--- config.mk ---
export PLATFORM = sky130hd
export DESIGN_NAME = humidity_temp_frame_decoder_top_flat
export DESIGN_NICKNAME = d
export VERILOG_FILES = /design/src/rtl/htfd_pkg.sv /design/src/rtl/htfd_if.sv /design/src/rtl/htfd_scale.sv /design/src/rtl/humidity_temp_frame_decoder_top.sv /design/src/flat_wrapper.sv
export SDC_FILE = /design/constraint.sdc
export NUM_CORES = 1
export LEC_CHECK = 0
export ABC_AREA = 1
export BUFFER_PORTS_ARGS = -buffer_cell sky130_fd_sc_hd__buf_2
export CORE_MARGIN = 2
export CORE_UTILIZATION = 60
export CTS_CLUSTER_DIAMETER = 50
export DETAILED_ROUTE_END_ITERATION = 8
export PLACE_DENSITY = 0.79
export SYNTH_ARGS = -nofsm -noshare
export SYNTH_HDL_FRONTEND = slang
export SYNTH_SLANG_ARGS = --single-unit
--- constraint.sdc ---
create_clock -name clk -period 12.9 [get_ports clk]
set_input_delay 1.935 -clock clk [delete_from_list [all_inputs] [get_ports clk]]
set_output_delay 1.935 -clock clk [all_outputs]
set_load 0.01 [all_outputs]
--- src/rtl/htfd_pkg.sv ---
package htfd_pkg;

  typedef logic [2:0] pos_t;

  localparam logic [7:0] CRC_POLY = 8'h31;
  localparam logic [7:0] CRC_INIT = 8'hFF;

  localparam pos_t POS_TEMP_HI  = 3'd0;
  localparam pos_t POS_TEMP_LO  = 3'd1;
  localparam pos_t POS_TEMP_CRC = 3'd2;
  localparam pos_t POS_HUM_HI   = 3'd3;
  localparam pos_t POS_HUM_LO   = 3'd4;
  localparam pos_t POS_HUM_CRC  = 3'd5;

  localparam int TEMP_SPAN   = 17500;
  localparam int TEMP_OFFSET = 4500;
  localparam int HUM_SPAN    = 10000;
  localparam int FULL_SCALE  = 65535;

  typedef struct packed {
    logic [15:0] temperature_raw;
    logic [15:0] humidity_raw;
    logic        temperature_check_ok;
    logic        humidity_check_ok;
  } frame_t;

  typedef struct packed {
    logic signed [14:0] temperature_centi;
    logic [13:0]        humidity_centi;
  } scaled_t;

  function automatic logic [7:0] crc_byte(input logic [7:0] crc, input logic [7:0] b);
    logic [7:0] c;
    c = crc ^ b;
    for (int k = 0; k < 8; k++) begin
      if (c[7]) begin
        c = {c[6:0], 1'b0} ^ CRC_POLY;
      end else begin
        c = {c[6:0], 1'b0};
      end
    end
    return c;
  endfunction

endpackage

--- src/rtl/htfd_if.sv ---
interface htfd_rx_if;
  logic       valid;
  logic       ready;
  logic [7:0] data_byte;
  logic       frame_start;

  modport source(output valid, output data_byte, output frame_start, input ready);
  modport sink(input valid, input data_byte, input frame_start, output ready);
endinterface

interface htfd_result_if;
  logic               valid;
  logic               ready;
  logic signed [14:0] temperature_centi;
  logic [13:0]        humidity_centi;
  logic [15:0]        temperature_raw;
  logic [15:0]        humidity_raw;
  logic               temperature_check_ok;
  logic               humidity_check_ok;
  logic               reading_valid;

  modport source(output valid, output temperature_centi, output humidity_centi,
                 output temperature_raw, output humidity_raw,
                 output temperature_check_ok, output humidity_check_ok,
                 output reading_valid, input ready);
  modport sink(input valid, input temperature_centi, input humidity_centi,
               input temperature_raw, input humidity_raw,
               input temperature_check_ok, input humidity_check_ok,
               input reading_valid, output ready);
endinterface

--- src/rtl/htfd_scale.sv ---
module htfd_scale (
  input  htfd_pkg::frame_t  frame,
  output htfd_pkg::scaled_t scaled
);

  logic [30:0] temp_prod;
  logic [14:0] temp_q0;
  logic [16:0] temp_rem;
  logic [14:0] temp_q;
  logic [15:0] temp_shifted;
  logic [29:0] hum_prod;
  logic [13:0] hum_q0;
  logic [16:0] hum_rem;
  logic [13:0] hum_q;

  // x / 65535: quotient estimate x >> 16, remainder (x mod 2^16) + estimate,
  // one correction since the remainder stays below twice the divisor
  assign temp_prod = 31'(htfd_pkg::TEMP_SPAN) * {15'd0, frame.temperature_raw};
  assign temp_q0   = temp_prod[30:16];
  assign temp_rem  = {1'b0, temp_prod[15:0]} + {2'b00, temp_q0};
  assign temp_q    = temp_q0 + 15'(temp_rem >= 17'(htfd_pkg::FULL_SCALE));
  assign temp_shifted = {1'b0, temp_q} - 16'(htfd_pkg::TEMP_OFFSET);

  assign hum_prod = 30'(htfd_pkg::HUM_SPAN) * {14'd0, frame.humidity_raw};
  assign hum_q0   = hum_prod[29:16];
  assign hum_rem  = {1'b0, hum_prod[15:0]} + {3'b000, hum_q0};
  assign hum_q    = hum_q0 + 14'(hum_rem >= 17'(htfd_pkg::FULL_SCALE));

  assign scaled.temperature_centi = signed'(temp_shifted[14:0]);
  assign scaled.humidity_centi    = hum_q;

endmodule

--- src/rtl/humidity_temp_frame_decoder_top.sv ---
// Decodes six-byte humidity and temperature frames (temperature word, its
// CRC-8, humidity word, its CRC-8; polynomial 0x31, start value 0xFF). One
// byte is taken per clock; rx.ready is low only while both result stages are
// full and the result side is stalled. After a frame's sixth byte is taken,
// its result moves through the frame register into the output register,
// with both raw words, the two check flags, reading_valid, and the readings
// in hundredths (floor(17500*raw/65535)-4500 and floor(10000*raw/65535)).
// The rate of one byte per cycle is set by the combinational byte CRC step;
// the scaling multiply and its constant-division correction sit in the
// stage between the frame register and the output register. frame_start
// restarts the frame at the byte that carries it.
module humidity_temp_frame_decoder_top (
  input logic            clk,
  input logic            rst,
  htfd_rx_if.sink        rx,
  htfd_result_if.source  result
);

  htfd_pkg::pos_t    byte_position;
  htfd_pkg::pos_t    byte_position_next;
  htfd_pkg::pos_t    pos_eff;
  logic [7:0]        running_check;
  logic [7:0]        running_check_next;
  logic [7:0]        check_eff;
  logic [15:0]       temperature_word;
  logic [7:0]        humidity_high_byte;
  logic [7:0]        humidity_low_byte;
  logic              temperature_pass;
  logic              rx_accept;
  logic              last_accept;
  logic              check_match;
  logic              frame_valid;
  htfd_pkg::frame_t  frame;
  htfd_pkg::frame_t  frame_in;
  htfd_pkg::scaled_t scaled;
  logic              out_valid;
  logic              out_move;
  logic              frame_move;

  assign out_move   = !out_valid || result.ready;
  assign frame_move = !frame_valid || out_move;
  assign rx.ready   = frame_move;
  assign rx_accept  = rx.valid && rx.ready;

  always_comb begin
    if (rx.frame_start || byte_position > htfd_pkg::POS_HUM_CRC) begin
      pos_eff   = htfd_pkg::POS_TEMP_HI;
      check_eff = htfd_pkg::CRC_INIT;
    end else begin
      pos_eff   = byte_position;
      check_eff = running_check;
    end
  end

  assign check_match = (check_eff == rx.data_byte);
  assign last_accept = rx_accept && (pos_eff == htfd_pkg::POS_HUM_CRC);

  always_comb begin
    unique case (pos_eff)
      htfd_pkg::POS_TEMP_HI: begin
        running_check_next = htfd_pkg::crc_byte(htfd_pkg::CRC_INIT, rx.data_byte);
        byte_position_next = htfd_pkg::POS_TEMP_LO;
      end
      htfd_pkg::POS_TEMP_LO: begin
        running_check_next = htfd_pkg::crc_byte(check_eff, rx.data_byte);
        byte_position_next = htfd_pkg::POS_TEMP_CRC;
      end
      htfd_pkg::POS_TEMP_CRC: begin
        running_check_next = htfd_pkg::CRC_INIT;
        byte_position_next = htfd_pkg::POS_HUM_HI;
      end
      htfd_pkg::POS_HUM_HI: begin
        running_check_next = htfd_pkg::crc_byte(htfd_pkg::CRC_INIT, rx.data_byte);
        byte_position_next = htfd_pkg::POS_HUM_LO;
      end
      htfd_pkg::POS_HUM_LO: begin
        running_check_next = htfd_pkg::crc_byte(check_eff, rx.data_byte);
        byte_position_next = htfd_pkg::POS_HUM_CRC;
      end
      default: begin
        running_check_next = htfd_pkg::CRC_INIT;
        byte_position_next = htfd_pkg::POS_TEMP_HI;
      end
    endcase
  end

  assign frame_in.temperature_raw      = temperature_word;
  assign frame_in.humidity_raw         = {humidity_high_byte, humidity_low_byte};
  assign frame_in.temperature_check_ok = temperature_pass;
  assign frame_in.humidity_check_ok    = check_match;

  always_ff @(posedge clk) begin
    if (rst) begin
      byte_position <= htfd_pkg::POS_TEMP_HI;
      running_check <= htfd_pkg::CRC_INIT;
      frame_valid   <= 1'b0;
      out_valid     <= 1'b0;
    end else begin
      if (rx_accept) begin
        byte_position <= byte_position_next;
        running_check <= running_check_next;
      end
      if (frame_move) begin
        frame_valid <= last_accept;
      end
      if (out_move) begin
        out_valid <= frame_valid;
      end
    end
  end

  always_ff @(posedge clk) begin
    if (rx_accept) begin
      unique case (pos_eff)
        htfd_pkg::POS_TEMP_HI:  temperature_word[15:8] <= rx.data_byte;
        htfd_pkg::POS_TEMP_LO:  temperature_word[7:0]  <= rx.data_byte;
        htfd_pkg::POS_TEMP_CRC: temperature_pass       <= check_match;
        htfd_pkg::POS_HUM_HI:   humidity_high_byte     <= rx.data_byte;
        htfd_pkg::POS_HUM_LO:   humidity_low_byte      <= rx.data_byte;
        default: begin
        end
      endcase
    end
    if (last_accept) begin
      frame <= frame_in;
    end
    if (out_move && frame_valid) begin
      result.temperature_centi    <= scaled.temperature_centi;
      result.humidity_centi       <= scaled.humidity_centi;
      result.temperature_raw      <= frame.temperature_raw;
      result.humidity_raw         <= frame.humidity_raw;
      result.temperature_check_ok <= frame.temperature_check_ok;
      result.humidity_check_ok    <= frame.humidity_check_ok;
      result.reading_valid        <= frame.temperature_check_ok && frame.humidity_check_ok;
    end
  end

  assign result.valid = out_valid;

  htfd_scale u_scale (
    .frame  (frame),
    .scaled (scaled)
  );

`ifndef SYNTHESIS
  a_pos_range: assert property (@(posedge clk) disable iff (rst)
    byte_position <= htfd_pkg::POS_HUM_CRC)
    else $error("byte position out of range");

  a_start_restarts: assert property (@(posedge clk) disable iff (rst)
    (rx_accept && rx.frame_start) |=> (byte_position == htfd_pkg::POS_TEMP_LO))
    else $error("frame start did not restart the frame");

  a_last_loads_frame: assert property (@(posedge clk) disable iff (rst)
    last_accept |=> frame_valid)
    else $error("sixth byte did not load the frame stage");

  a_valid_flag: assert property (@(posedge clk) disable iff (rst)
    out_valid |-> (result.reading_valid ==
                   (result.temperature_check_ok && result.humidity_check_ok)))
    else $error("reading_valid disagrees with check flags");
`endif

endmodule

--- src/flat_wrapper.sv ---
// flat-port wrapper written by rule: the top's interface ports become plain ports
module humidity_temp_frame_decoder_top_flat 
  (clk, rst, rx_valid, rx_data_byte, rx_frame_start, rx_ready, result_valid, result_temperature_centi, result_humidity_centi, result_temperature_raw, result_humidity_raw, result_temperature_check_ok, result_humidity_check_ok, result_reading_valid, result_ready);
  htfd_rx_if rx_i ();
  htfd_result_if result_i ();
  input logic clk;
  input logic rst;
  input wire logic [$bits(rx_i.valid)-1:0] rx_valid;
  input wire logic [$bits(rx_i.data_byte)-1:0] rx_data_byte;
  input wire logic [$bits(rx_i.frame_start)-1:0] rx_frame_start;
  output wire logic [$bits(rx_i.ready)-1:0] rx_ready;
  output wire logic [$bits(result_i.valid)-1:0] result_valid;
  output wire logic [$bits(result_i.temperature_centi)-1:0] result_temperature_centi;
  output wire logic [$bits(result_i.humidity_centi)-1:0] result_humidity_centi;
  output wire logic [$bits(result_i.temperature_raw)-1:0] result_temperature_raw;
  output wire logic [$bits(result_i.humidity_raw)-1:0] result_humidity_raw;
  output wire logic [$bits(result_i.temperature_check_ok)-1:0] result_temperature_check_ok;
  output wire logic [$bits(result_i.humidity_check_ok)-1:0] result_humidity_check_ok;
  output wire logic [$bits(result_i.reading_valid)-1:0] result_reading_valid;
  input wire logic [$bits(result_i.ready)-1:0] result_ready;
  assign rx_i.valid = rx_valid;
  assign rx_i.data_byte = rx_data_byte;
  assign rx_i.frame_start = rx_frame_start;
  assign rx_ready = rx_i.ready;
  assign result_valid = result_i.valid;
  assign result_temperature_centi = result_i.temperature_centi;
  assign result_humidity_centi = result_i.humidity_centi;
  assign result_temperature_raw = result_i.temperature_raw;
  assign result_humidity_raw = result_i.humidity_raw;
  assign result_temperature_check_ok = result_i.temperature_check_ok;
  assign result_humidity_check_ok = result_i.humidity_check_ok;
  assign result_reading_valid = result_i.reading_valid;
  assign result_i.ready = result_ready;
  humidity_temp_frame_decoder_top u_core (.clk(clk), .rst(rst), .rx(rx_i), .result(result_i));
endmodule
==> impl_metrics.tcl, run 1 <==
set metrics [dict create \
    p_leak_nw 7.45 \
    die-area_mm2 0.0235 \
    routed_wl_mm 28.2 \
    cp_slowest_stage_delay_ps 560 \
    drcViolationCount 0 \
    start_util_pct 61.3 \
    yosysSeqAreaShare_pct 31.4 \
    grt_pass1_vias 9895 \
    std_cell_rows 54 \
    grt_use_total_pct 25.0 \
    ys_ff_latch 144 \
    nets 1877 \
    max-vdd-ir-drop_mv 0.0905 \
    final_max_slew_viol_count 0 \
    pre_cts_ws_ps 5430 \
    hold_class "reg -> reg" \
    crit_family "adder cells" \
    synthDistinctLibCells 48 \
    slew_headroom_pct 38.6 \
    drive_gt1_share_pct 9.82 \
    final_cell_area_mm2 0.0147 \
    tightest_slew_ps 918 \
    via_count 9908 \
    start_kind "flip-flop" \
    fp.dieW_um 153 \
    finalSetupTns_ps 0 \
    clk_pin_slew_ps 80 \
    p_int_mw 0.894 \
    synthCells 1490 \
    antenna_found_initial 0 \
    design.core.area_mm2 0.0218 \
    clkPwrFrac_pct 37.8 \
    drv_cap 0 \
    synth_edf_count 131 \
    max_freq_mhz 131 \
    cts.path.max_buffers 2 \
    cts_tree "done" \
    synthArstFlopShare_pct 0 \
    yosysTopAreaCell "edfxtp_1" \
    end_kind "flip-flop" \
    cts.htree.levels 4 \
    yosysTopAreaCellShare_pct 29.4 \
    placedInstanceArea_mm2 0.0141 \
    vias_per_cell 5.27 \
    yosys_warnings 0 \
    syn_avg_cell_area_um2 8.98 \
    synthTopCellsByArea "edfxtp_1 (29%), ha_1 (18%), fa_1 (12%)" \
    drtAntennaViolNets 0 \
    portBuffers 78 \
    cpMaxStageDelayCell "fa_1" \
    worst-path-buf-inv 9 \
    hpwl_mm 22.8 \
    post_drt_wl_per_cell_um 15.0 \
    setup_viol 0 \
    crit_top_cell "inv_1" \
    clock_sinks 144 \
    grt_max_degree 39 \
    synth-main-ff-cell "edfxtp_1" \
    insertion_delay_ps 440 \
    grt-ovfl-total 0 \
    cts_buffers 17 \
    gp_congestion 0.957 \
    fin_crit_sh_pct 59.1 \
    cp.arrival_ps 7800 \
    switching_share_pct 31.7 \
    cp.required_ps 13080 \
    fin_hold_ws_ps 402 \
    ios 79 \
    worstPathMaxFanout 7 \
    path_class "reg -> reg" \
    p_sw_mw 0.415 \
    min_period_ps 7620 \
    post_cts_buffers 0 \
    hold_buffers 0 \
    grt_pass1_wl_mm 47.3 \
    synth_nets 1781 \
    power_frac_comb_pct 22.4 \
    drt_iter0_drc 572 \
    fillers 1681 \
    cts-root-buf "clkbuf_16" \
    status "complete, no violations" \
    diodes 0 \
    syn_to_final_growth_pct 9.93 \
    skew_ps 25.0 \
    post_cts_resized 0 \
    powerDensity_mw_per_mm2 89.0 \
    dieHeight_um 153 \
    netlist_area_mm2 0.0134 \
    finalPower_mw 1.31 \
    pwr-share-seq_pct 39.8 \
    finalHoldViolations 0 \
    drt_first_pass_iters 8 \
    rsz0062_at_grt "no" \
    setup_slack_ps 5280 \
]
==> sequential cells by signal, summed over array words and instances (netlist names), 3 cells and up <==
register	cells
u_core.temperature_word	16
u_core.byte_position	3
u_core.running_check	8
u_core.humidity_high_byte	8
u_core.frame	34
u_core.result.humidity_centi	14
u_core.result.temperature_centi	15
u_core.result.temperature_raw	16
u_core.humidity_low_byte	8
u_core.result.humidity_raw	16
==> layout by cell type (no fill, tap or decap), types with 3 or more instances in the layout <==
master / instances
inv_1: 327
nand2_1: 261
ha_1: 196
edfxtp_1: 131
nor2_1: 85
fa_1: 82
buf_2: 78
nand3_1: 69
a21oi_1: 69
xor2_1: 54
o21ai_0: 35
nand4_1: 28
xnor2_1: 23
clkbuf_16: 17
dfxtp_1: 13
nor3_1: 12
nand2_2: 11
a21o_1: 8
o21ai_1: 8
o21bai_1: 7
nor2_2: 6
inv_6: 6
xor2_2: 5
a31oi_1: 5
inv_2: 4
o21a_1: 4
or2_1: 4
nand3_2: 4
nor4_1: 3
o21ai_2: 3
nand3b_1: 3
o211ai_1: 3
or2_2: 3
and2_1: 3
clkinvlp_4: 3
==> metal layers <==
metal | global-route usage, % | part of all wire [%]
met5 | 0 | 0
met1 | 33.8 | 46
met2 | 40.9 | 46
met3 | 5.50 | 6.0
met4 | 6.97 | 1.8
==> power by group through the flow <==
stage               sequential (mW)  combinational [mW]  clock, mW
global placement              0.531               0.282          0
detailed placement            0.531               0.288          0
global route                  0.522               0.333      0.523
floorplan                     0.530               0.225          0
CTS                           0.521               0.290      0.502
finish                        0.521               0.293      0.495
==> Yosys cell counts (11+ instances only) <==
master / n
nand4_1: 28
edfxtp_1: 131
xor2_1: 54
nor2_1: 86
nor3_1: 12
a21oi_1: 70
xnor2_1: 23
o21ai_0: 35
nand2_2: 11
fa_1: 82
inv_1: 327
nand3_1: 69
nand2_1: 261
ha_1: 196
dfxtp_1: 13
==> per-stage QoR <==
stage                     util (%)  cells
after global routing          67.4   1879
after detailed placement      64.8   1847
after CTS                     67.4   1879
after floorplan                  -   1490
after global placement        64.8   1847
final                         67.4   1879
==> cell type report <==
class	instances	area (um^2)	share of cell area (%)
repair buffers	80	405	2.76
multi-input cells	1012	7940	54.0
flip-flops and latches	144	4190	28.5
inverters	331	1240	8.45
well taps	280	350	2.38
clock inverters	15	146	0.995
clock buffers	17	425	2.89
==> path summary, 6_finish.rpt <==
path,from,endpoint,slack [ps],depth (start not counted)
setup / recovery,u_core.frame[30],u_core.result.temperature_centi[9],5280,41
hold / removal,u_core.humidity_high_byte[5],u_core.frame[15],400,0
setup reg to reg,u_core.frame[30],u_core.result.temperature_centi[9],5280,41
hold reg to reg,u_core.humidity_high_byte[5],u_core.frame[15],400,0
==> logic make-up after synthesis <==
logic type,after synthesis,synth area share (%)
AOI/OAI and AO/OA,149,6.30
xor gates and xnor gates,83,5.77
adders and majority gates,278,30.6
buffers and inverters,334,9.38
DFF,144,31.4
and+or+nand+nor,502,16.6
Note: power is estimated with default switching activity, not from simulation.
==> run 2, diff against run 1 <==
- clock period: 12.9 -> 7.72 ns (I/O delays scaled with it)
==> run 2 against run 1 <==
Sequential power grew 67%. Global-route usage grew 0.60 points. Cell area grew 2.7%. Final cell count grew 1.9%. Die area is the same. Power grew 71%.
==> impl_metrics.tcl, run 2 (synthesis gave the netlist of run 1 again) <==
set metrics [dict create \
    status "complete, no violations" \
    max_freq_mhz 138 \
    grt_use_total_pct 25.6 \
    hold_class "reg -> reg" \
    grt_pass1_vias 10000 \
    powerDensity_mw_per_mm2 149 \
    reg2reg_from "u_core.frame[31]" \
    grt_max_degree 39 \
    diodes 0 \
    grt-ovfl-total 0 \
    fp.dieW_um 153 \
    clock_sinks 144 \
    vias_per_cell 5.38 \
    path_class "reg -> reg" \
    setup_viol 0 \
    cts.htree.levels 4 \
    start_util_pct 61.3 \
    nets 1912 \
    fin_util_pct 69.2 \
    layout_common_cells "inv_1 (326), nand2_1 (260), ha_1 (193), edfxtp_1 (131)" \
    worstPathMaxFanout 5 \
    grt_pass1_wl_mm 48.4 \
    die-area_mm2 0.0235 \
    syn_to_final_growth_pct 12.9 \
    finalHoldViolations 0 \
    final_max_slew_viol_count 0 \
    design.core.area_mm2 0.0218 \
    clk_pin_slew_ps 70 \
    drv_cap 0 \
    gp_congestion 0.961 \
    post_drt_wl_per_cell_um 15.8 \
    finalPower_mw 2.24 \
    cts-root-buf "clkbuf_16" \
    max-vdd-ir-drop_mv 0.145 \
    ios 79 \
    worst-path-buf-inv 10 \
    insertion_delay_ps 430 \
    portBuffers 78 \
    layout_commonest_cell "inv_1" \
    tightest_slew_ps 994 \
    crit_start "u_core.frame[31]" \
    drtAntennaViolNets 0 \
    fillers 1614 \
    std_cell_rows 54 \
    crit_family "adder cells" \
    end_kind "flip-flop" \
    cts_tree "done" \
    slew_headroom_pct 33.6 \
    largest_reg_flops 34 \
    fin_crit_sh_pct 93.9 \
    dieHeight_um 153 \
    skew_ps 15.8 \
    hpwl_mm 23.3 \
    drcViolationCount 0 \
    p_leak_nw 7.63 \
    hold_path_startpoint "u_core.temperature_word[13]" \
    regMostFlops "u_core.frame" \
    drt_first_pass_iters 5 \
    min_period_ps 7250 \
    cts_buffers 17 \
    via_count 10300 \
    cts.path.max_buffers 2 \
    cp.required_ps 7910 \
    crit_top_cell "inv_1" \
    start_kind "flip-flop" \
    routed_wl_mm 30.2 \
    cp_slowest_stage_delay_ps 530 \
    drive_gt1_share_pct 12.9 \
    drt_iter0_drc 592 \
    cp.arrival_ps 7440 \
    antenna_found_initial 0 \
    cpMaxStageDelayCell "fa_1" \
]
==> run 2: power breakdown <==
group	internal, mW	total (mW)	switching (mW)
Sequential	0.865	0.871	0.00592
Clock	0.486	0.862	0.376
Combinational	0.185	0.512	0.327
Total	1.54	2.24	0.709
==> run 2: through the flow <==
step / instances / setup slack [ps] / hold WS [ps] / cell area (um^2) / setup TNS [ps]
detailed placement: 1853 / 161 / 405 / 14200 / 0
global route: 1914 / -77.2 / 424 / 15100 / -185
global placement: 1853 / 387 / 401 / 14200 / 0
CTS: 1885 / 146 / 413 / 14800 / 0
floorplan: 1490 / 1080 / 400 / 13400 / 0
finish: 1914 / 468 / 413 / 15100 / 0
==> run 2: final timing paths <==
kind	cells after the start	slack, ps	to
max	43	470	u_core.result.temperature_centi[9]
min	0	410	u_core.frame[31]
max reg2reg	43	470	u_core.result.temperature_centi[9]
min reg2reg	0	410	u_core.frame[31]
==> run 2: per-layer routing <==
layer	global-route usage (%)	routed length, um
met5	0	0
met4	7.10	424
met3	4.17	1710
met2	41.4	14300
met1	36.0	13700
==> run 2: layout make-up <==
cell class | instances | area [um^2] | area share (%)
Inverter | 331 | 1240 | 8.22
Clock buffer | 17 | 425 | 2.82
Multi-Input combinational cell | 1012 | 8050 | 53.3
Clock inverter | 15 | 176 | 1.17
Tap cell | 280 | 350 | 2.32
Sequential cell | 144 | 4190 | 27.8
Timing Repair Buffer | 115 | 668 | 4.42
==> run 2: worst reg2reg max path: cells and delay by family (launching register included) <==
kind            cells  cell delay [ps]
xor+xnor            1              210
simple gates       21             2160
flops               1              420
buf+inv            10              710
fa+ha+maj           8             2990
compound gates      3              510
==> run 2: repair_timing <==
item | in CTS | in global routing
resized for setup | 0 | 25
hold endpoints to repair | 0 | 0
buffers inserted | 0 | 29
hold buffers | 0 | 0
setup endpoints to repair | 0 | 18
